### src/hw/rtl/cts_pkg.sv
// Shared types, constants and helper functions of the C token scanner.
`default_nettype none
package cts_pkg;
  localparam int KeywordChars = 7;
  localparam int LengthBits = 16;
  localparam int LineBits = 24;
  localparam int OffsetBits = 32;
  localparam int QueueDepth = 4;

  typedef enum logic [3:0] {
    M_LINE, M_GEN, M_PP, M_SLASH, M_LCOM, M_BCOM, M_MINUS, M_OP,
    M_ZERO, M_HEX0, M_HEX, M_DEC, M_ID, M_STR, M_CHR
  } mode_t;

  typedef enum logic [3:0] {
    K_ERR = 4'd0, K_DEC = 4'd1, K_HEX = 4'd2, K_TERM = 4'd3, K_ID = 4'd4,
    K_STR = 4'd5, K_CHR = 4'd6, K_PP = 4'd7, K_EOF = 4'd8
  } kind_t;

  typedef enum logic [2:0] {
    E_NONE = 3'd0, E_OPEN_COMMENT = 3'd1, E_BAD_HEX = 3'd2, E_BAD_DEC = 3'd3,
    E_OPEN_STRING = 3'd4, E_OPEN_CHAR = 3'd5, E_BAD_CHAR = 3'd6
  } err_t;

  // Incoming request: one source byte and the end-of-stream mark.
  typedef struct packed {
    logic [7:0] in_byte;
    logic       end_of_stream;
  } in_item_t;

  typedef struct packed {
    logic                  record_kind;
    logic [7:0]            content_byte;
    logic [3:0]            token_kind;
    logic [2:0]            error_code;
    logic [OffsetBits-1:0] token_start;
    logic [LengthBits-1:0] token_length;
    logic [LineBits-1:0]   start_line;
    logic                  last_of_run;
  } result_t;

  // Request after classification: the byte and its character class.
  typedef struct packed {
    logic       eos;
    logic [7:0] c;
    logic       is_dec;
    logic       is_hex;
    logic       is_letter;
    logic       is_blank;
    logic       is_single;
    logic       is_op;
  } class_req_t;

  function automatic logic [7:0] unescape(input logic [7:0] c);
    logic [7:0] r;
    begin
      unique case (c)
        8'h6e: r = 8'd10;
        8'h74: r = 8'd9;
        8'h72: r = 8'd13;
        8'h30: r = 8'd0;
        default: r = c;
      endcase
      return r;
    end
  endfunction
endpackage
`default_nettype wire

### src/hw/rtl/cts_front.sv
// Front end: accepts source bytes, classifies them and fills the request queue.
`default_nettype none
module cts_front (
  input  wire logic                clk,
  input  wire logic                rst,
  input  wire logic                in_valid,
  output logic                     in_ready,
  input  wire logic [7:0]          in_byte,
  input  wire logic                end_of_stream,
  output logic                     q_valid,
  input  wire logic                q_ready,
  output cts_pkg::class_req_t      q_data
);
  localparam int Aw = $clog2(cts_pkg::QueueDepth);
  cts_pkg::class_req_t mem [cts_pkg::QueueDepth];
  logic [Aw-1:0] wr_ptr, rd_ptr;
  logic [Aw:0]   count;
  cts_pkg::class_req_t req;
  logic push, pop;

  always_comb begin
    req.c = in_byte;
    req.eos = end_of_stream | (in_byte == 8'd0);
    req.is_dec = in_byte >= 8'h30 && in_byte <= 8'h39;
    req.is_hex = req.is_dec || (in_byte >= 8'h61 && in_byte <= 8'h66)
                 || (in_byte >= 8'h41 && in_byte <= 8'h46);
    req.is_letter = (in_byte >= 8'h61 && in_byte <= 8'h7a)
                    || (in_byte >= 8'h41 && in_byte <= 8'h5a)
                    || in_byte == 8'h5f || in_byte == 8'h24;
    req.is_blank = in_byte == 8'h20 || in_byte == 8'h09 || in_byte == 8'h0d;
    req.is_single = in_byte == 8'h28 || in_byte == 8'h29 || in_byte == 8'h5b
                    || in_byte == 8'h5d || in_byte == 8'h7b || in_byte == 8'h7d
                    || in_byte == 8'h2c || in_byte == 8'h2e || in_byte == 8'h3a
                    || in_byte == 8'h3f || in_byte == 8'h3b || in_byte == 8'h5c;
    req.is_op = in_byte == 8'h3e || in_byte == 8'h3c || in_byte == 8'h2b
                || in_byte == 8'h2a || in_byte == 8'h3d || in_byte == 8'h21
                || in_byte == 8'h5e || in_byte == 8'h7c || in_byte == 8'h26
                || in_byte == 8'h25;
  end

  assign in_ready = count != (Aw+1)'(cts_pkg::QueueDepth);
  assign q_valid = count != '0;
  assign q_data = mem[rd_ptr];
  assign push = in_valid && in_ready;
  assign pop = q_valid && q_ready;

  always_ff @(posedge clk) begin
    if (push) mem[wr_ptr] <= req;
    if (rst) begin
      wr_ptr <= '0;
      rd_ptr <= '0;
      count <= '0;
    end else begin
      if (push) wr_ptr <= wr_ptr + 1'b1;
      if (pop) rd_ptr <= rd_ptr + 1'b1;
      count <= count + (Aw+1)'(push) - (Aw+1)'(pop);
    end
  end
endmodule
`default_nettype wire

### config.mk
export PLATFORM = sky130hd
export DESIGN_NAME = cts_front
export DESIGN_NICKNAME = d
export VERILOG_FILES = /design/src/hw/rtl/cts_pkg.sv /design/src/hw/rtl/cts_front.sv
export SDC_FILE = /design/constraint.sdc
export NUM_CORES = 1
export LEC_CHECK = 0
export BUFFER_PORTS_ARGS = -buffer_cell sky130_fd_sc_hd__buf_4
export CAP_MARGIN = 5
export CORE_UTILIZATION = 40
export CTS_CLUSTER_SIZE = 14
export DETAILED_ROUTE_END_ITERATION = 8
export GPL_TIMING_DRIVEN = 0
export SLEW_MARGIN = 25
export SYNTH_ARGS = -nofsm -noshare
export SYNTH_HDL_FRONTEND = slang
export SYNTH_SLANG_ARGS = --single-unit
### constraint.sdc
create_clock -name clk -period 4.85 [get_ports clk]
set_input_delay 0.7275 -clock clk [delete_from_list [all_inputs] [get_ports clk]]
set_output_delay 0.7275 -clock clk [all_outputs]
set_load 0.02 [all_outputs]
**After elaboration in Yosys (flattened, before gate mapping)**

Memory sizes are Yosys's and may differ from the RTL's. A register that Yosys moved wholly into a read port is not among the register bits.
Index checks and enable logic that the tools add are counted.

- Memory bits (read-only): 0
- Bits in registers: 7
- Bits of input ports: 13
- Memory bits (writable): 60
- Memories kept: 1
- Bits in latches: 0
- Logic and storage cells: 85
- Output and inout port bits: 17

Memory list:

| memory | depth | bits a word | rd ports | clocked after Yosys merged registers in | wr ports | line | source |
|---|---|---|---|---|---|---|---|
| mem | 4 | 15 | 1 | 1 | 1 | cts_front.sv:15 | `cts_pkg::class_req_t mem [cts_pkg::QueueDepth];` |

- Add/sub/neg operators: 4
- Magnitude comparators: 8
- Equal/unequal tests: 28
- Reductions and logical operators: 36
- Div/mod/pow operators: 0
- Mux-type cells: 4
- Bitwise gates (word level): 1
- Shift-type cells: 0
- $mul: 0

Operator list:

| cell | count |
|---|---|
| 8-bit by 6-bit == test with 1-bit output, second input constant | 17 |
| 8-bit by 7-bit == test with 1-bit output, second input constant | 8 |
| 8-bit by 7-bit less-or-equal comparator with 1-bit output, second input constant | 4 |
| 1-bit logical OR | 27 |
| 8-bit by 4-bit == test with 1-bit output, second input constant | 2 |
| 8-bit by 7-bit >= comparator with 1-bit output, second input constant | 2 |
| 8-bit by 6-bit >= comparator with 1-bit output, second input constant | 1 |
| 8-bit by 6-bit less-or-equal comparator with 1-bit output, second input constant | 1 |
| 8-bit logical NOT | 1 |
| 1-bit logical AND | 7 |
| 2-bit by 1-bit adder with 2-bit output, second input constant | 2 |
| 2-bit 2-to-1 mux | 2 |
| 3-bit by 1-bit adder with 3-bit output | 1 |
| 3-bit inequality test, second input constant | 1 |
| 3-bit nonzero test | 1 |
| 3-bit by 1-bit subtractor with 3-bit output | 1 |
| 1-bit 2-to-1 mux | 2 |
| 1-bit OR | 1 |

**Longest topological paths before layout**

- Word-level depth: 12
- Depth in mapped cells: 11
- Depth with buffers taken out: 11

**Worst setup path before layout**

Ideal clock, no wire load.

- Path kind: register to register
- Start point: register count[1]
- End point: register count[2]
- Cell stages (with the launch flop): 12
- Setup time: 0.124 ns
- Arrival time: 2.169 ns
- Required time: 4.726 ns
- Path slack: 2.556 ns
- Clock period less this slack: 2.294 ns
- Path buffers: 0
- Cells stage by stage: dfxtp_1 > or3b_4 > and2_4 > inv_1 > ha_1 > inv_1 > ha_1 > inv_1 > fa_1 > xor2_1 > xnor2_1 > nor2_1

- Cells in the longest elaborated chain, start to end: 4
- Elaborated cells on any way between the ends: 6
- Classes of those cells: add/sub (2); eq/ne (1); reduce/logical (3)

Ends and longest elaborated chain:

| what | line | source |
|---|---|---|
| start: declaration | cts_front.sv:17 | `logic [Aw:0] count;` |
| start signal: assignment | cts_front.sv:56 | `count <= count + (Aw+1)'(push) - (Aw+1)'(pop);` |
| 3-bit inequality test | cts_front.sv:41 | `assign in_ready = count != (Aw+1)'(cts_pkg::QueueDepth);` |
| net in_ready | cts_front.sv:7 | `output logic in_ready,` |
| 1-bit logical AND | cts_front.sv:44 | `assign push = in_valid && in_ready;` |
| 3-bit by 1-bit adder with 3-bit output | cts_front.sv:56 |  |
| 3-bit by 1-bit subtractor with 3-bit output | cts_front.sv:56 |  |

The timed path passes the listed nets, and every way through them passes these cells.
A chain may end at the register's enable or synchronous reset.

==> impl_results.md <==
- Commonest non-fill, non-tap cell in the layout: edfxtp_1
- Clock-pin slew on the worst setup and hold paths: 0.07 ns
- I/O pin cnt: 30
- Most frequent cells in the layout: edfxtp_1, buf_4, mux4_2
- Final HPWL DP: 3240 um
- Crit path DAT: 2.03 ns
- Seq/Total Area, Yosys: 67.8%
- Antenna Nets Post-Route: 0
- Filler cells: 604
- Share of layout cells above drive strength 1: 30.0%
- Post-CTS Setup Inserts: 0
- Vias per cell: 5.08
- RSZ-0062 raised after global routing: false
- DRC Markers: 0
- CTS buffer count: 9
- Post-Route WL: 5100 um
- PwrDens: 494 nW/um^2
- I/O Buffers: 28
- Post-route cell area: 3440 um^2
- Tmin final: 2.75 ns
- Tot GR Track Use: 15.1%
- Crit end category: primary output
- Placer congestion estimate: 0.813
- Fin nets: 238
- Area Growth Syn to Fin: 17.8%
- Die area: 7660 um^2
- Final setup viols: 0
- Final antenna diode count: 0
- Finished Layout Cells: 319
- CTS hold repair buffers: 0
- Grt total ovfl: 0
- Clock tree from TritonCTS: yes
- Cell Area, Synth: 2920 um^2
- Crit start category: flip-flop
- Syn nets: 199
- Static Leak: 0.00119 uW
- Syn Area/Cell: 16.3 um^2
- Core footprint: 6940 um^2
- # rows: 30
- Initial antenna violation count: 0
- Root buffer cell: clkbuf_8
- Final hold vios: 0
- First-pass GRT wire length: 8190 um
- Dpl cells: 303
- Asr flop ratio synth: 0%
- Crit Path Max Fanout: 10
- Warnings from Yosys: 0
- CTS Sinks: 69
- Number of global-route vias before repair: 1657
- Die Ht: 87.5 um
- Core Util, Final: 49.6%
- Final period util: 56.8%
- Post-Syn Instances: 179
- Setup TNS: 0 ns
- Status: completed
- Netlist cell types: 35
- First DRT Iteration DRCs: 122
- Clock Skew: 0.00786 ns
- Wirelength per Cell: 16.0 um
- Clock Latency Late Sink: 0.34 ns
- Slew HR: 45.3%
- Pins Over Slew Limit: 0
- Die width: 87.5 um
- Bufs on Longest Clock Path: 2
- Placed Area: 3250 um^2
- Main flop type after synthesis: edfxtp_1
- MaxCap Viol Count: 0
- VDD IR-drop max: 0.211 mV
- Cells resized by post-CTS repair: 0
- CP Class: flip-flop to primary output
- Max Clock Freq: 363 MHz
- Drt pass-1 iters: 4
- Largest net degree at the start of global routing: 16
- H-tree depth: 3
- EDFF count, synth: 60
- Vias: 1622
- Synth Register Bits: 69
- CP required: 4.12 ns
- Hold Crit Class: flip-flop to flip-flop
- Initial Util: 42.1%
- Worst slew pin tran: 0.821 ns
registers in the layout (all words and copies together) (netlist names), named ones only:
name    cells
rd_ptr      2
mem        60
count       3
wr_ptr      2
synth_stat cells, types with 2 or more instances:
library cell,number,area [um^2]
mux4_2,15,338
clkbuf_1,4,15.0
dfxtp_1,9,180
buf_2,5,25.0
nor3_1,4,20.0
nand2_1,11,41.3
or3b_4,2,22.5
nor2_1,10,37.5
inv_1,5,18.8
o21ai_0,2,10.0
ha_1,6,75.1
nor2b_1,3,18.8
xnor2_1,4,35.0
a31o_2,2,17.5
nor3b_1,3,22.5
o21ai_1,2,10.0
edfxtp_1,60,1800
a21oi_1,8,40.0
xor2_1,3,26.3
and3_1,5,31.3
or3_1,2,12.5
routing by layer:
layer,vias up,share of wire (%),track usage [%]
li1,769,-,-
met1,797,47,19.4
met2,40,45,22.4
met3,16,4.4,4.36
met4,0,3.1,9.99
met5,-,0,0
layout make-up:
type / instances / area [um^2] / share of cell area (%)
repair buffers: 28 / 210 / 6.10
well taps: 96 / 120 / 3.49
clock inverters: 7 / 66.3 / 1.93
plain buffers: 9 / 40.0 / 1.16
clock buffers: 9 / 124 / 3.60
multi-input cells: 96 / 883 / 25.6
flip-flops and latches: 69 / 1980 / 57.5
inverters: 5 / 18.8 / 0.545
critical path, stage by stage (launching register included):
cell,delay (ns)
dfxtp_1,0.48
clkbuf_1,0.60
mux4_2,0.42
buf_4,0.17
path summary, 6_finish.rpt:
path                                                to              startpoint  slack (ns)  cells past startpoint
worst max-delay path                        q_data[11]               flip-flop        2.10                      3
worst min-delay path            wr_ptr[1]$_SDFFE_PP0P_  wr_ptr[1]$_SDFFE_PP0P_        0.51                      2
worst max register to register     count[2]$_SDFF_PP0_     count[1]$_SDFF_PP0_        2.47                     11
worst min register to register  wr_ptr[1]$_SDFFE_PP0P_  wr_ptr[1]$_SDFFE_PP0P_        0.51                      2
metrics by stage:
stage	hold slack [ns]	worst slack, ns	total power [uW]
final	0.515	2.10	1700
after floorplan	0.469	2.56	1100
after global placement	0.492	2.44	1270
after CTS	0.520	2.04	1720
after global routing	0.560	1.96	1790
after detailed placement	0.510	2.43	1280
cells by family after synthesis:
group	after synthesis	synth area share, %
flops	69	67.8
simple gates	48	9.20
compound gates	19	4.11
mux	15	11.6
buf+inv	14	2.01
xor+xnor	7	2.10
fa+ha+maj	7	3.25
power by group:
group	switching [uW]	internal [uW]	total, uW
combinational	259	237	495
sequential	31.1	727	758
clock	213	234	447
No activity file was read; power rests on OpenSTA's default activity.
