## src/hw/rtl/cts_pkg.sv

```systemverilog
// Shared types, constants and helper functions of the C token scanner.
`default_nettype none
package cts_pkg;
  localparam int KeywordChars = 7;
  localparam int LengthBits = 16;
  localparam int LineBits = 24;
  localparam int OffsetBits = 32;
  localparam int QueueDepth = 4;

  typedef enum logic [3:0] {
    M_LINE, M_GEN, M_PP, M_SLASH, M_LCOM, M_BCOM, M_MINUS, M_OP,
    M_ZERO, M_HEX0, M_HEX, M_DEC, M_ID, M_STR, M_CHR
  } mode_t;

  typedef enum logic [3:0] {
    K_ERR = 4'd0, K_DEC = 4'd1, K_HEX = 4'd2, K_TERM = 4'd3, K_ID = 4'd4,
    K_STR = 4'd5, K_CHR = 4'd6, K_PP = 4'd7, K_EOF = 4'd8
  } kind_t;

  typedef enum logic [2:0] {
    E_NONE = 3'd0, E_OPEN_COMMENT = 3'd1, E_BAD_HEX = 3'd2, E_BAD_DEC = 3'd3,
    E_OPEN_STRING = 3'd4, E_OPEN_CHAR = 3'd5, E_BAD_CHAR = 3'd6
  } err_t;

  // Incoming request: one source byte and the end-of-stream mark.
  typedef struct packed {
    logic [7:0] in_byte;
    logic       end_of_stream;
  } in_item_t;

  typedef struct packed {
    logic                  record_kind;
    logic [7:0]            content_byte;
    logic [3:0]            token_kind;
    logic [2:0]            error_code;
    logic [OffsetBits-1:0] token_start;
    logic [LengthBits-1:0] token_length;
    logic [LineBits-1:0]   start_line;
    logic                  last_of_run;
  } result_t;

  // Request after classification: the byte and its character class.
  typedef struct packed {
    logic       eos;
    logic [7:0] c;
    logic       is_dec;
    logic       is_hex;
    logic       is_letter;
    logic       is_blank;
    logic       is_single;
    logic       is_op;
  } class_req_t;

  function automatic logic [7:0] unescape(input logic [7:0] c);
    logic [7:0] r;
    begin
      unique case (c)
        8'h6e: r = 8'd10;
        8'h74: r = 8'd9;
        8'h72: r = 8'd13;
        8'h30: r = 8'd0;
        default: r = c;
      endcase
      return r;
    end
  endfunction
endpackage
`default_nettype wire

```

## src/hw/rtl/cts_back.sv

```systemverilog
// Back end: scanner state machine that turns classified requests into records.
`default_nettype none
module cts_back (
  input  wire logic                clk,
  input  wire logic                rst,
  input  wire logic                q_valid,
  output logic                     q_ready,
  input  wire cts_pkg::class_req_t q_data,
  output logic                     out_valid,
  input  wire logic                out_ready,
  output cts_pkg::result_t         out_data
);
  localparam int Lb = cts_pkg::LengthBits;
  localparam int Nb = cts_pkg::LineBits;
  localparam int Ob = cts_pkg::OffsetBits;
  localparam int Kc = cts_pkg::KeywordChars;
  localparam int Kw = $clog2(Kc);

  cts_pkg::mode_t mode, mode_next;
  logic [Ob-1:0] position, position_next, start_offset, start_offset_next;
  logic [Nb-1:0] line_count, line_count_next, start_line_reg, start_line_reg_next;
  logic [Lb-1:0] length_count, length_count_next;
  logic [7:0] kbuf [Kc];
  logic [7:0] kbuf_next [Kc];
  logic [7:0] pending_char, pending_char_next;
  logic escape_flag, escape_flag_next, halted, halted_next;

  // Two result slots; the second is held in a skid register when needed.
  cts_pkg::result_t r0, r1, skid, skid_next;
  logic [1:0] nres;
  logic skid_valid, skid_valid_next;
  cts_pkg::result_t ob, ob_next;
  logic ob_valid, ob_valid_next;
  logic take;

  logic [7:0] c;
  logic gen_run;
  logic [Lb-1:0] grown;

  function automatic logic [7:0] kw_ch(input int k, input int i);
    logic [55:0] s;
    begin
      unique case (k)
        0: s = {"return", 8'd0};
        1: s = {"while", 16'd0};
        2: s = {"for", 32'd0};
        3: s = {"do", 40'd0};
        4: s = "typedef";
        5: s = {"struct", 8'd0};
        6: s = {"enum", 24'd0};
        default: s = {"union", 16'd0};
      endcase
      return s[55 - 8*i -: 8];
    end
  endfunction

  function automatic logic [3:0] kw_len(input int k);
    logic [3:0] r;
    begin
      unique case (k)
        0: r = 4'd6; 1: r = 4'd5; 2: r = 4'd3; 3: r = 4'd2;
        4: r = 4'd7; 5: r = 4'd6; 6: r = 4'd4; default: r = 4'd5;
      endcase
      return r;
    end
  endfunction

  logic is_kw;
  always_comb begin
    logic m;
    is_kw = 1'b0;
    for (int k = 0; k < 8; k++) begin
      m = (length_count == Lb'(kw_len(k))) && (int'(kw_len(k)) <= Kc);
      for (int i = 0; i < Kc; i++)
        if (i < int'(kw_len(k)) && kbuf[i] != kw_ch(k, i)) m = 1'b0;
      if (m) is_kw = 1'b1;
    end
  end

  // The back end takes a request only when both result slots are free.
  assign take = q_valid && !skid_valid && (!ob_valid || out_ready);
  assign q_ready = take;
  assign out_valid = ob_valid;
  assign out_data = ob;
  assign c = q_data.c;
  assign grown = (length_count == {Lb{1'b1}}) ? length_count : length_count + 1'b1;

  always_comb begin
    cts_pkg::result_t tok;
    cts_pkg::result_t cont;
    cts_pkg::result_t res [2];
    logic [1:0] n;
    logic [Lb-1:0] len_use;
    logic [Ob-1:0] so_use;
    logic [Nb-1:0] sl_use;
    logic emit_tok, emit_err, emit_cont, keyword;
    cts_pkg::kind_t tk;
    cts_pkg::err_t ec;

    mode_next = mode;
    position_next = position;
    line_count_next = line_count;
    start_offset_next = start_offset;
    start_line_reg_next = start_line_reg;
    length_count_next = length_count;
    kbuf_next = kbuf;
    pending_char_next = pending_char;
    escape_flag_next = escape_flag;
    halted_next = halted;
    gen_run = 1'b0;
    n = 2'd0;
    res[0] = '0;
    res[1] = '0;
    emit_tok = 1'b0;
    emit_err = 1'b0;
    emit_cont = 1'b0;
    keyword = 1'b0;
    tk = cts_pkg::K_TERM;
    ec = cts_pkg::E_NONE;
    len_use = length_count;
    cont = '0;
    tok = '0;
    so_use = '0;
    sl_use = '0;

    if (q_data.eos) begin
      if (!halted) begin
        unique case (mode)
          cts_pkg::M_PP: begin emit_tok = 1'b1; tk = cts_pkg::K_PP; end
          cts_pkg::M_SLASH, cts_pkg::M_MINUS, cts_pkg::M_OP: emit_tok = 1'b1;
          cts_pkg::M_ZERO, cts_pkg::M_DEC: begin emit_tok = 1'b1; tk = cts_pkg::K_DEC; end
          cts_pkg::M_HEX0: begin emit_err = 1'b1; ec = cts_pkg::E_BAD_HEX; end
          cts_pkg::M_HEX: begin emit_tok = 1'b1; tk = cts_pkg::K_HEX; end
          cts_pkg::M_ID: begin emit_tok = 1'b1; keyword = 1'b1; end
          cts_pkg::M_BCOM: begin emit_err = 1'b1; ec = cts_pkg::E_OPEN_COMMENT; end
          cts_pkg::M_STR: begin emit_err = 1'b1; ec = cts_pkg::E_OPEN_STRING; end
          cts_pkg::M_CHR: begin emit_err = 1'b1; ec = cts_pkg::E_OPEN_CHAR; end
          default: ;
        endcase
      end
      if (keyword) tk = is_kw ? cts_pkg::K_TERM : cts_pkg::K_ID;
      if (emit_tok || emit_err) begin
        tok = '0;
        tok.record_kind = 1'b1;
        tok.token_kind = emit_err ? cts_pkg::K_ERR : tk;
        tok.error_code = ec;
        tok.token_start = start_offset;
        tok.token_length = length_count;
        tok.start_line = start_line_reg;
        res[n[0]] = tok;
        n = n + 2'd1;
      end
      tok = '0;
      tok.record_kind = 1'b1;
      tok.token_kind = cts_pkg::K_EOF;
      tok.token_start = position;
      tok.start_line = line_count;
      res[n[0]] = tok;
      n = n + 2'd1;
      mode_next = cts_pkg::M_LINE;
      position_next = '0;
      line_count_next = Nb'(1);
      start_offset_next = '0;
      start_line_reg_next = Nb'(1);
      length_count_next = '0;
      for (int i = 0; i < Kc; i++) kbuf_next[i] = '0;
      pending_char_next = '0;
      escape_flag_next = 1'b0;
      halted_next = 1'b0;
    end else if (!halted) begin
      // Phase 1: the current mode either consumes the byte or closes a token.
      unique case (mode)
        cts_pkg::M_LINE: begin
          if (c == 8'h20 || c == 8'h09 || c == 8'h0a) ;
          else if (c == 8'h23) begin
            mode_next = cts_pkg::M_PP;
            start_offset_next = position;
            start_line_reg_next = line_count;
            length_count_next = Lb'(1);
          end else gen_run = 1'b1;
        end
        cts_pkg::M_PP: begin
          if (c == 8'h0a) begin
            emit_tok = 1'b1; tk = cts_pkg::K_PP; mode_next = cts_pkg::M_LINE;
          end else length_count_next = grown;
        end
        cts_pkg::M_SLASH: begin
          if (c == 8'h2f) mode_next = cts_pkg::M_LCOM;
          else if (c == 8'h2a) begin
            length_count_next = grown; pending_char_next = '0;
            mode_next = cts_pkg::M_BCOM;
          end else if (c == 8'h3d) begin
            length_count_next = grown; len_use = grown; emit_tok = 1'b1;
            mode_next = cts_pkg::M_GEN;
          end else begin emit_tok = 1'b1; gen_run = 1'b1; end
        end
        cts_pkg::M_LCOM: if (c == 8'h0a) mode_next = cts_pkg::M_LINE;
        cts_pkg::M_BCOM: begin
          length_count_next = grown;
          if (c == 8'h2f && pending_char == 8'h2a) mode_next = cts_pkg::M_GEN;
          else pending_char_next = c;
        end
        cts_pkg::M_MINUS, cts_pkg::M_OP: begin
          if (c == 8'h3d || (c == 8'h3e && mode == cts_pkg::M_MINUS)) begin
            length_count_next = grown; len_use = grown; emit_tok = 1'b1;
            mode_next = cts_pkg::M_GEN;
          end else begin emit_tok = 1'b1; gen_run = 1'b1; end
        end
        cts_pkg::M_ZERO, cts_pkg::M_DEC: begin
          if (mode == cts_pkg::M_ZERO && c == 8'h78) begin
            length_count_next = grown; mode_next = cts_pkg::M_HEX0;
          end else if (q_data.is_dec) begin
            length_count_next = grown; mode_next = cts_pkg::M_DEC;
          end else if (q_data.is_letter) begin
            length_count_next = grown; len_use = grown;
            emit_err = 1'b1; ec = cts_pkg::E_BAD_DEC;
          end else begin emit_tok = 1'b1; tk = cts_pkg::K_DEC; gen_run = 1'b1; end
        end
        cts_pkg::M_HEX0: begin
          length_count_next = grown;
          if (q_data.is_hex) mode_next = cts_pkg::M_HEX;
          else begin len_use = grown; emit_err = 1'b1; ec = cts_pkg::E_BAD_HEX; end
        end
        cts_pkg::M_HEX: begin
          if (q_data.is_hex) length_count_next = grown;
          else if (q_data.is_letter) begin
            length_count_next = grown; len_use = grown;
            emit_err = 1'b1; ec = cts_pkg::E_BAD_HEX;
          end else begin emit_tok = 1'b1; tk = cts_pkg::K_HEX; gen_run = 1'b1; end
        end
        cts_pkg::M_ID: begin
          if (q_data.is_letter || q_data.is_dec) begin
            if (length_count < Lb'(Kc)) kbuf_next[length_count[Kw-1:0]] = c;
            length_count_next = grown;
          end else begin emit_tok = 1'b1; keyword = 1'b1; gen_run = 1'b1; end
        end
        cts_pkg::M_STR, cts_pkg::M_CHR: begin
          length_count_next = grown;
          cont = '0;
          if (escape_flag) begin
            emit_cont = 1'b1; cont.content_byte = cts_pkg::unescape(c);
            escape_flag_next = 1'b0;
          end else if (c == 8'h5c) escape_flag_next = 1'b1;
          else if (c == ((mode == cts_pkg::M_STR) ? 8'h22 : 8'h27)) begin
            len_use = grown; emit_tok = 1'b1;
            tk = (mode == cts_pkg::M_STR) ? cts_pkg::K_STR : cts_pkg::K_CHR;
            mode_next = cts_pkg::M_GEN;
          end else begin emit_cont = 1'b1; cont.content_byte = c; end
        end
        default: gen_run = 1'b1;
      endcase
      if (keyword) tk = is_kw ? cts_pkg::K_TERM : cts_pkg::K_ID;
      if (emit_tok || emit_err) begin
        tok = '0;
        tok.record_kind = 1'b1;
        tok.token_kind = emit_err ? cts_pkg::K_ERR : tk;
        tok.error_code = ec;
        tok.token_start = start_offset;
        tok.token_length = len_use;
        tok.start_line = start_line_reg;
        res[n[0]] = tok;
        n = n + 2'd1;
        if (emit_err) halted_next = 1'b1;
      end
      if (emit_cont) begin
        res[n[0]] = cont;
        n = n + 2'd1;
      end
      // Phase 2: the byte starts something new in general mode.
      if (gen_run) begin
        so_use = position;
        sl_use = line_count;
        mode_next = cts_pkg::M_GEN;
        if (c == 8'h0a) mode_next = cts_pkg::M_LINE;
        else if (q_data.is_blank) ;
        else begin
          start_offset_next = so_use;
          start_line_reg_next = sl_use;
          length_count_next = Lb'(1);
          tok = '0;
          tok.record_kind = 1'b1;
          tok.token_start = so_use;
          tok.token_length = Lb'(1);
          tok.start_line = sl_use;
          if (c == 8'h2f) mode_next = cts_pkg::M_SLASH;
          else if (q_data.is_single) begin
            tok.token_kind = cts_pkg::K_TERM;
            res[n[0]] = tok;
            n = n + 2'd1;
          end else if (c == 8'h2d) mode_next = cts_pkg::M_MINUS;
          else if (q_data.is_op) mode_next = cts_pkg::M_OP;
          else if (c == 8'h30) mode_next = cts_pkg::M_ZERO;
          else if (q_data.is_dec) mode_next = cts_pkg::M_DEC;
          else if (q_data.is_letter) begin
            mode_next = cts_pkg::M_ID; kbuf_next[0] = c;
          end else if (c == 8'h22) begin
            mode_next = cts_pkg::M_STR; escape_flag_next = 1'b0;
          end else if (c == 8'h27) begin
            mode_next = cts_pkg::M_CHR; escape_flag_next = 1'b0;
          end else begin
            tok.token_kind = cts_pkg::K_ERR;
            tok.error_code = cts_pkg::E_BAD_CHAR;
            res[n[0]] = tok;
            n = n + 2'd1;
            halted_next = 1'b1;
          end
        end
      end
      position_next = position + 1'b1;
      if (c == 8'h0a && line_count != {Nb{1'b1}}) line_count_next = line_count + 1'b1;
    end
    if (n == 2'd1) res[0].last_of_run = 1'b1;
    if (n == 2'd2) res[1].last_of_run = 1'b1;
    r0 = res[0];
    r1 = res[1];
    nres = n;
  end

  always_comb begin
    ob_next = ob;
    ob_valid_next = ob_valid && !out_ready;
    skid_next = skid;
    skid_valid_next = skid_valid;
    if (skid_valid && (!ob_valid || out_ready)) begin
      ob_next = skid;
      ob_valid_next = 1'b1;
      skid_valid_next = 1'b0;
    end else if (take && nres != 2'd0) begin
      ob_next = r0;
      ob_valid_next = 1'b1;
      if (nres == 2'd2) begin
        skid_next = r1;
        skid_valid_next = 1'b1;
      end
    end
  end

  always_ff @(posedge clk) begin
    ob <= ob_next;
    skid <= skid_next;
    if (rst) begin
      ob_valid <= 1'b0;
      skid_valid <= 1'b0;
      mode <= cts_pkg::M_LINE;
      position <= '0;
      line_count <= Nb'(1);
      start_offset <= '0;
      start_line_reg <= Nb'(1);
      length_count <= '0;
      for (int i = 0; i < Kc; i++) kbuf[i] <= '0;
      pending_char <= '0;
      escape_flag <= 1'b0;
      halted <= 1'b0;
    end else begin
      ob_valid <= ob_valid_next;
      skid_valid <= skid_valid_next;
      if (take) begin
        mode <= mode_next;
        position <= position_next;
        line_count <= line_count_next;
        start_offset <= start_offset_next;
        start_line_reg <= start_line_reg_next;
        length_count <= length_count_next;
        kbuf <= kbuf_next;
        pending_char <= pending_char_next;
        escape_flag <= escape_flag_next;
        halted <= halted_next;
      end
    end
  end
endmodule
`default_nettype wire

```

## config.mk

```make
export PLATFORM = sky130hd
export DESIGN_NAME = cts_back
export DESIGN_NICKNAME = d
export VERILOG_FILES = /design/src/hw/rtl/cts_pkg.sv /design/src/hw/rtl/cts_back.sv
export SDC_FILE = /design/constraint.sdc
export NUM_CORES = 1
export LEC_CHECK = 0
export BUFFER_PORTS_ARGS = -buffer_cell sky130_fd_sc_hd__buf_4
export CAP_MARGIN = 5
export CORE_MARGIN = 1
export CORE_UTILIZATION = 60
export DETAILED_ROUTE_END_ITERATION = 10
export GPL_TIMING_DRIVEN = 0
export PLACE_DENSITY = 0.79
export SLEW_MARGIN = 40
export SYNTH_ARGS = -nofsm -noshare
export SYNTH_HDL_FRONTEND = slang
export SYNTH_SLANG_ARGS = --single-unit
```

## constraint.sdc

```tcl
create_clock -name clk -period 18 [get_ports clk]
set_input_delay 1.8 -clock clk [delete_from_list [all_inputs] [get_ports clk]]
set_output_delay 1.8 -clock clk [all_outputs]
set_load 0.03 [all_outputs]
```

======== Word-level counts from Yosys, hierarchy flattened ========
Index checks and enable logic that the tools add are counted.
storage, ports and cells
  latch bits .............................. 0
  memories ................................ 0
  ROM bits ................................ 0
  logic and storage cells ................. 515
  bits in writable memories ............... 0
  output and inout port bits .............. 91
  register bits ........................... 377
cells by class
  add/subtract/negate cells ............... 6
  divide/modulo/power cells ............... 0
  bitwise logic cells ..................... 5
  shift-type cells ........................ 0
  reduce and logical (&&, ||, !) cells .... 47
  muxes and demuxes ....................... 325
  multipliers ............................. 0
  magnitude comparators ................... 9
  equality and inequality tests ........... 90
operators with widths
  operator                 number
  $mux W178                17
  $mux W89                 12
  $bwmux W178              4
  $mux W16                 27
  $mux W32                 10
  $mux W56                 5
  $demux W89 S1            3
  $mux W24                 11
  $ne A8 B7 Y1 const B     33
  $mux W8                  19
  $mux W1                  132
  $mux W4                  33
  $pmux W16 S8             1
  $pmux W16 S6             1
  $eq A8 B6 Y1 const B     11
  $mux W88                 1
  $eq A16 B3 Y1 const B    4
  $mux W2                  30
  $bwmux W56               1
  $eq A8 B7 Y1 const B     5
  $add A32 B1 Y32 const B  1
  $eq A16 B2 Y1 const B    2
  $ne A4 B4 Y1 const B     8
  $pmux W4 S8              1
  50 further kinds         110

======== Depth between registers and ports, before layout ========
  word-level depth ........................ 43
  gate-level depth with buffers ........... 15

======== Worst setup path before layout ========
Ideal clock, no wire load.
  path type ............................... in2reg
  start point ............................. input q_data[13] (netlist bit)
  end point ............................... register ob (netlist bit out_data[0]) (enable)
  buffers on the path ..................... 3
  data arrival time ....................... 9197 ps
  setup slack ............................. 8213 ps
  required time ........................... 17410 ps
  stages .................................. 14
  path through ............................ clkbuf_1 nand4b_1 or4_1 clkbuf_1 a21oi_2 nand4_2 ha_1 clkbuf_1 inv_1 ha_1 nand4_1 o311ai_0 o211a_1 a31oi_1
on the way
  cells in the longest elaborated chain, start to end .. 33
ends and longest elaborated chain
  element                                  line             source
  start, declared                          cts_back.sv:8    input wire cts_pkg::class_req_t q_data,
  $eq A8 B6 Y1                             cts_back.sv:244  else if (c == ((mode == cts_pkg::M_STR) ? 8'h22 : 8'h27)) begin
  $mux W1                                  cts_back.sv:244
  $mux W1                                  cts_back.sv:243  end else if (c == 8'h5c) escape_flag_next = 1'b1;
  $mux W1                                  cts_back.sv:240  if (escape_flag) begin
  $pmux W1 S7                              cts_back.sv:172  unique case (mode)
  $mux W1                                  cts_back.sv:170  end else if (!halted) begin
  $mux W1                                  cts_back.sv:126  if (q_data.eos) begin
  $logic_or A1 B1 Y1                       cts_back.sv:253  if (emit_tok || emit_err) begin
  (+17 left out)                           -
  $mux W2                                  cts_back.sv:275  else if (q_data.is_blank) ;
  $mux W2                                  cts_back.sv:274  if (c == 8'h0a) mode_next = cts_pkg::M_LINE;
  $mux W2 (*)                              cts_back.sv:270  if (gen_run) begin
  $mux W2 (*)                              cts_back.sv:170
  $mux W2 (*)                              cts_back.sv:126
  $reduce_bool A2 Y1 (*)                   cts_back.sv:328  end else if (take && nres != 2'd0) begin
  $logic_and A1 B1 Y1 (*)                  cts_back.sv:328
  $reduce_bool A2 Y1 (no source line) (*)  -
  end signal, assigned                     cts_back.sv:339  ob <= ob_next;
  end, declared                            cts_back.sv:32   cts_pkg::result_t ob, ob_next;
Every way passes the cells marked *; elsewhere a longest branch is shown, timed or not. The select of a mux whose other input is x is not followed.
A chain may end at the register's enable or synchronous reset.

======== Worst setup path in the final report ========
  start point ............................. input q_data[12] (netlist bit)
  end point ............................... register ob (netlist bit out_data[3]) (enable)
The elaborated chain is that of the path after synthesis.

==> metrics.txt <==
Final Hold Viols=0; syn_area_per_cell=9.41 um2; pre-CTS setup slack=10.81 ns; Longest Clk Path Bufs=3; Clock Skew=0.0307 ns; first-pass GRT wire length=98100 um; GR Util All Layers=0.410; TritonCTS clock tree=built; htree depth=2; Synth area leaders=edfxtp_1, dfxtp_1, nor2_1; share of layout cells above drive strength 1=0.119; layout filler cell count=2174; Clock Latency Late Sink=0.56 ns; Synth top area share=0.259; Hold-fix buffers, CTS=0; multi-input combinational cell area=8960 um2; Routed WL=65000 um; post-layout util=0.709; Final Wtd Congestion=1.07; fin crit period=6.83 ns; worst vdd ir=0.0799 mV; status=complete, no violations; num rows=63; RSZ-0062 raised after global routing=false; initial antenna violation count=0; initial DRC count=2402; share of power burned in the clock network=0.426; CP Class=in -> reg; Power Dens Cells=88.0 nW/um2; #FFs+latches synth=358; Core ar.=29800 um2; Leak=7.47 nW; HPWL Detailed=45700 um; Main synth FF type=dfxtp_1; number of synthesized flops with an enable pin=158; Int Pwr=1.37 mW; # setup viols final=0; Port Buffer Count=103; asr flop ratio synth=0; post_cts resized=0; Sw Ratio=0.264; Routed WL per cell=25.7 um; Flop pwr share=0.468; DIE WIDTH=177 um; net switching power=0.491 mW; Final WS setup=11.17 ns; max-capacitance violation count=0; Die Ht=177 um; CP Data Arrival Time=7.06 ns; max reg flops=89; die area=31200 um2; Worst EP required=18.24 ns; Top-Level Pins=110; Setup TNS=0 ns; post-synthesis cell type count=90; maximum clock rate=146 MHz; Setup Fix Bufs, Post-CTS=0; most common cell in the netlist=nor2_1; Seq/Total Area, Yosys=0.478; vias=17729; clock-pin slew on the worst setup and hold paths=0.06 ns; Post-route DRC=0; router iterations before antenna repair=6; cts bufs inserted=38; fin crit share=0.379; nets@finish=2134; Cells after Synth=1946; Synth warnings=0; pin slew with the least headroom to its limit=0.889 ns; combinational power share=0.105; final antenna-violating net count=0; CTS Root Buffer Type=clkbuf_16; Area Overhead vs Synth=15.3%; Synth top cells by count=nor2_1, dfxtp_1, edfxtp_1; Overflow after GRT=0; HP Class=reg -> reg; largest net degree at the start of global routing=40; Slew Viols, Final=0; Critical Path End Type=flip-flop; initial core utilization=0.615; Slew HR=0.407; diode count=0; Hold WS=0.474 ns; CTS sink cnt=358; area leader, netlist=edfxtp_1; CP max FO=20; vias in the first global route=16811; flip-flop and latch area=8750 um2; Netlist Area Pre-Place=18300 um2; routed vias/inst=7.02; crit start category=primary input; total power=1.86 mW
==> critical path: stages <==
cell and delay, ns:
clkbuf_1 0.37, nand4b_1 0.42, or4_1 0.61, clkbuf_1 0.24, a21oi_2 0.39, nand4_2 0.27, ha_1 0.40, clkbuf_1 0.36
inv_1 0.14, ha_1 0.31, nand4_1 0.07, o311ai_0 0.13, o211a_1 0.36, a31oi_4 0.52, buf_8 0.24, buf_8 0.20
buf_8 0.21
==> cell families (layout without fill, tap and decap cells) <==
logic type	Yosys count	in the layout	synth area share
AND/OR/NAND/NOR	801	801	0.233
AO/OA/AOI/OAI	537	537	0.213
flip-flops	358	358	0.478
buffers and inverters	180	361	0.0404
XOR/XNOR	55	55	0.0263
adder cells (fa/ha/maj)	11	11	0.00752
multiplexers	3	3	0.00164
other	1	8	0.000205
==> cells in the final DEF (no fill, tap or decap), types with 57 or more instances in the layout <==
cell	instances
clkbuf_1	122
a221o_1	57
buf_4	105
and3_1	71
a21oi_1	110
a22o_1	68
o21ai_0	77
dfxtp_1	200
nor2_1	213
nand3_1	73
and2_1	65
nand2_1	120
edfxtp_1	158
a22oi_1	61
==> per-stage QoR <==
step	instance area [um2]	instances
2_1_floorplan	18300	1953
3_3_place_gp	19600	2446
3_5_place_dp	19800	2453
4_1_cts	21100	2523
5_1_grt	21100	2524
6_report	21100	2524
==> metal layers <==
| layer | up-vias | GRT usage | wire, um |
|---|---|---|---|
| met2 | 1245 | 0.644 | 29500 |
| met3 | 267 | 0.0769 | 6500 |
| met1 | 8536 | 0.537 | 25500 |
| met4 | 0 | 0.219 | 3510 |
| met5 | - | 0 | 0 |
| li1 | 7681 | - | - |
==> worst paths after layout <==
check                                        to             from  slack [ns]  cells past startpoint
worst max-delay path                out_data[3]       q_data[12]       11.17                     17
worst min-delay path            pending_char[1]  pending_char[1]        0.47                      2
worst max register to register      out_data[3]          mode[3]       12.43                     16
worst min register to register  pending_char[1]  pending_char[1]        0.47                      2
==> area by class of cell <==
cell class | instances | area share
buffer | 150 | 0.0298
clock buffer | 55 | 0.0525
clock inverter | 15 | 0.00759
inverter | 30 | 0.00533
multi-input combinational | 1415 | 0.424
sequential | 358 | 0.414
tap | 390 | 0.0231
timing repair buffer | 111 | 0.0430
==> power groups by stage <==
stage | Clock, mW | Sequential [mW] | Combinational (mW)
floorplan | 0 | 0.917 | 0.0863
global placement | 0 | 0.892 | 0.180
finish | 0.791 | 0.870 | 0.196
CTS | 0.797 | 0.870 | 0.189
detailed placement | 0 | 0.887 | 0.188
global route | 0.827 | 0.871 | 0.203
No activity file was read; power rests on OpenSTA's default activity.
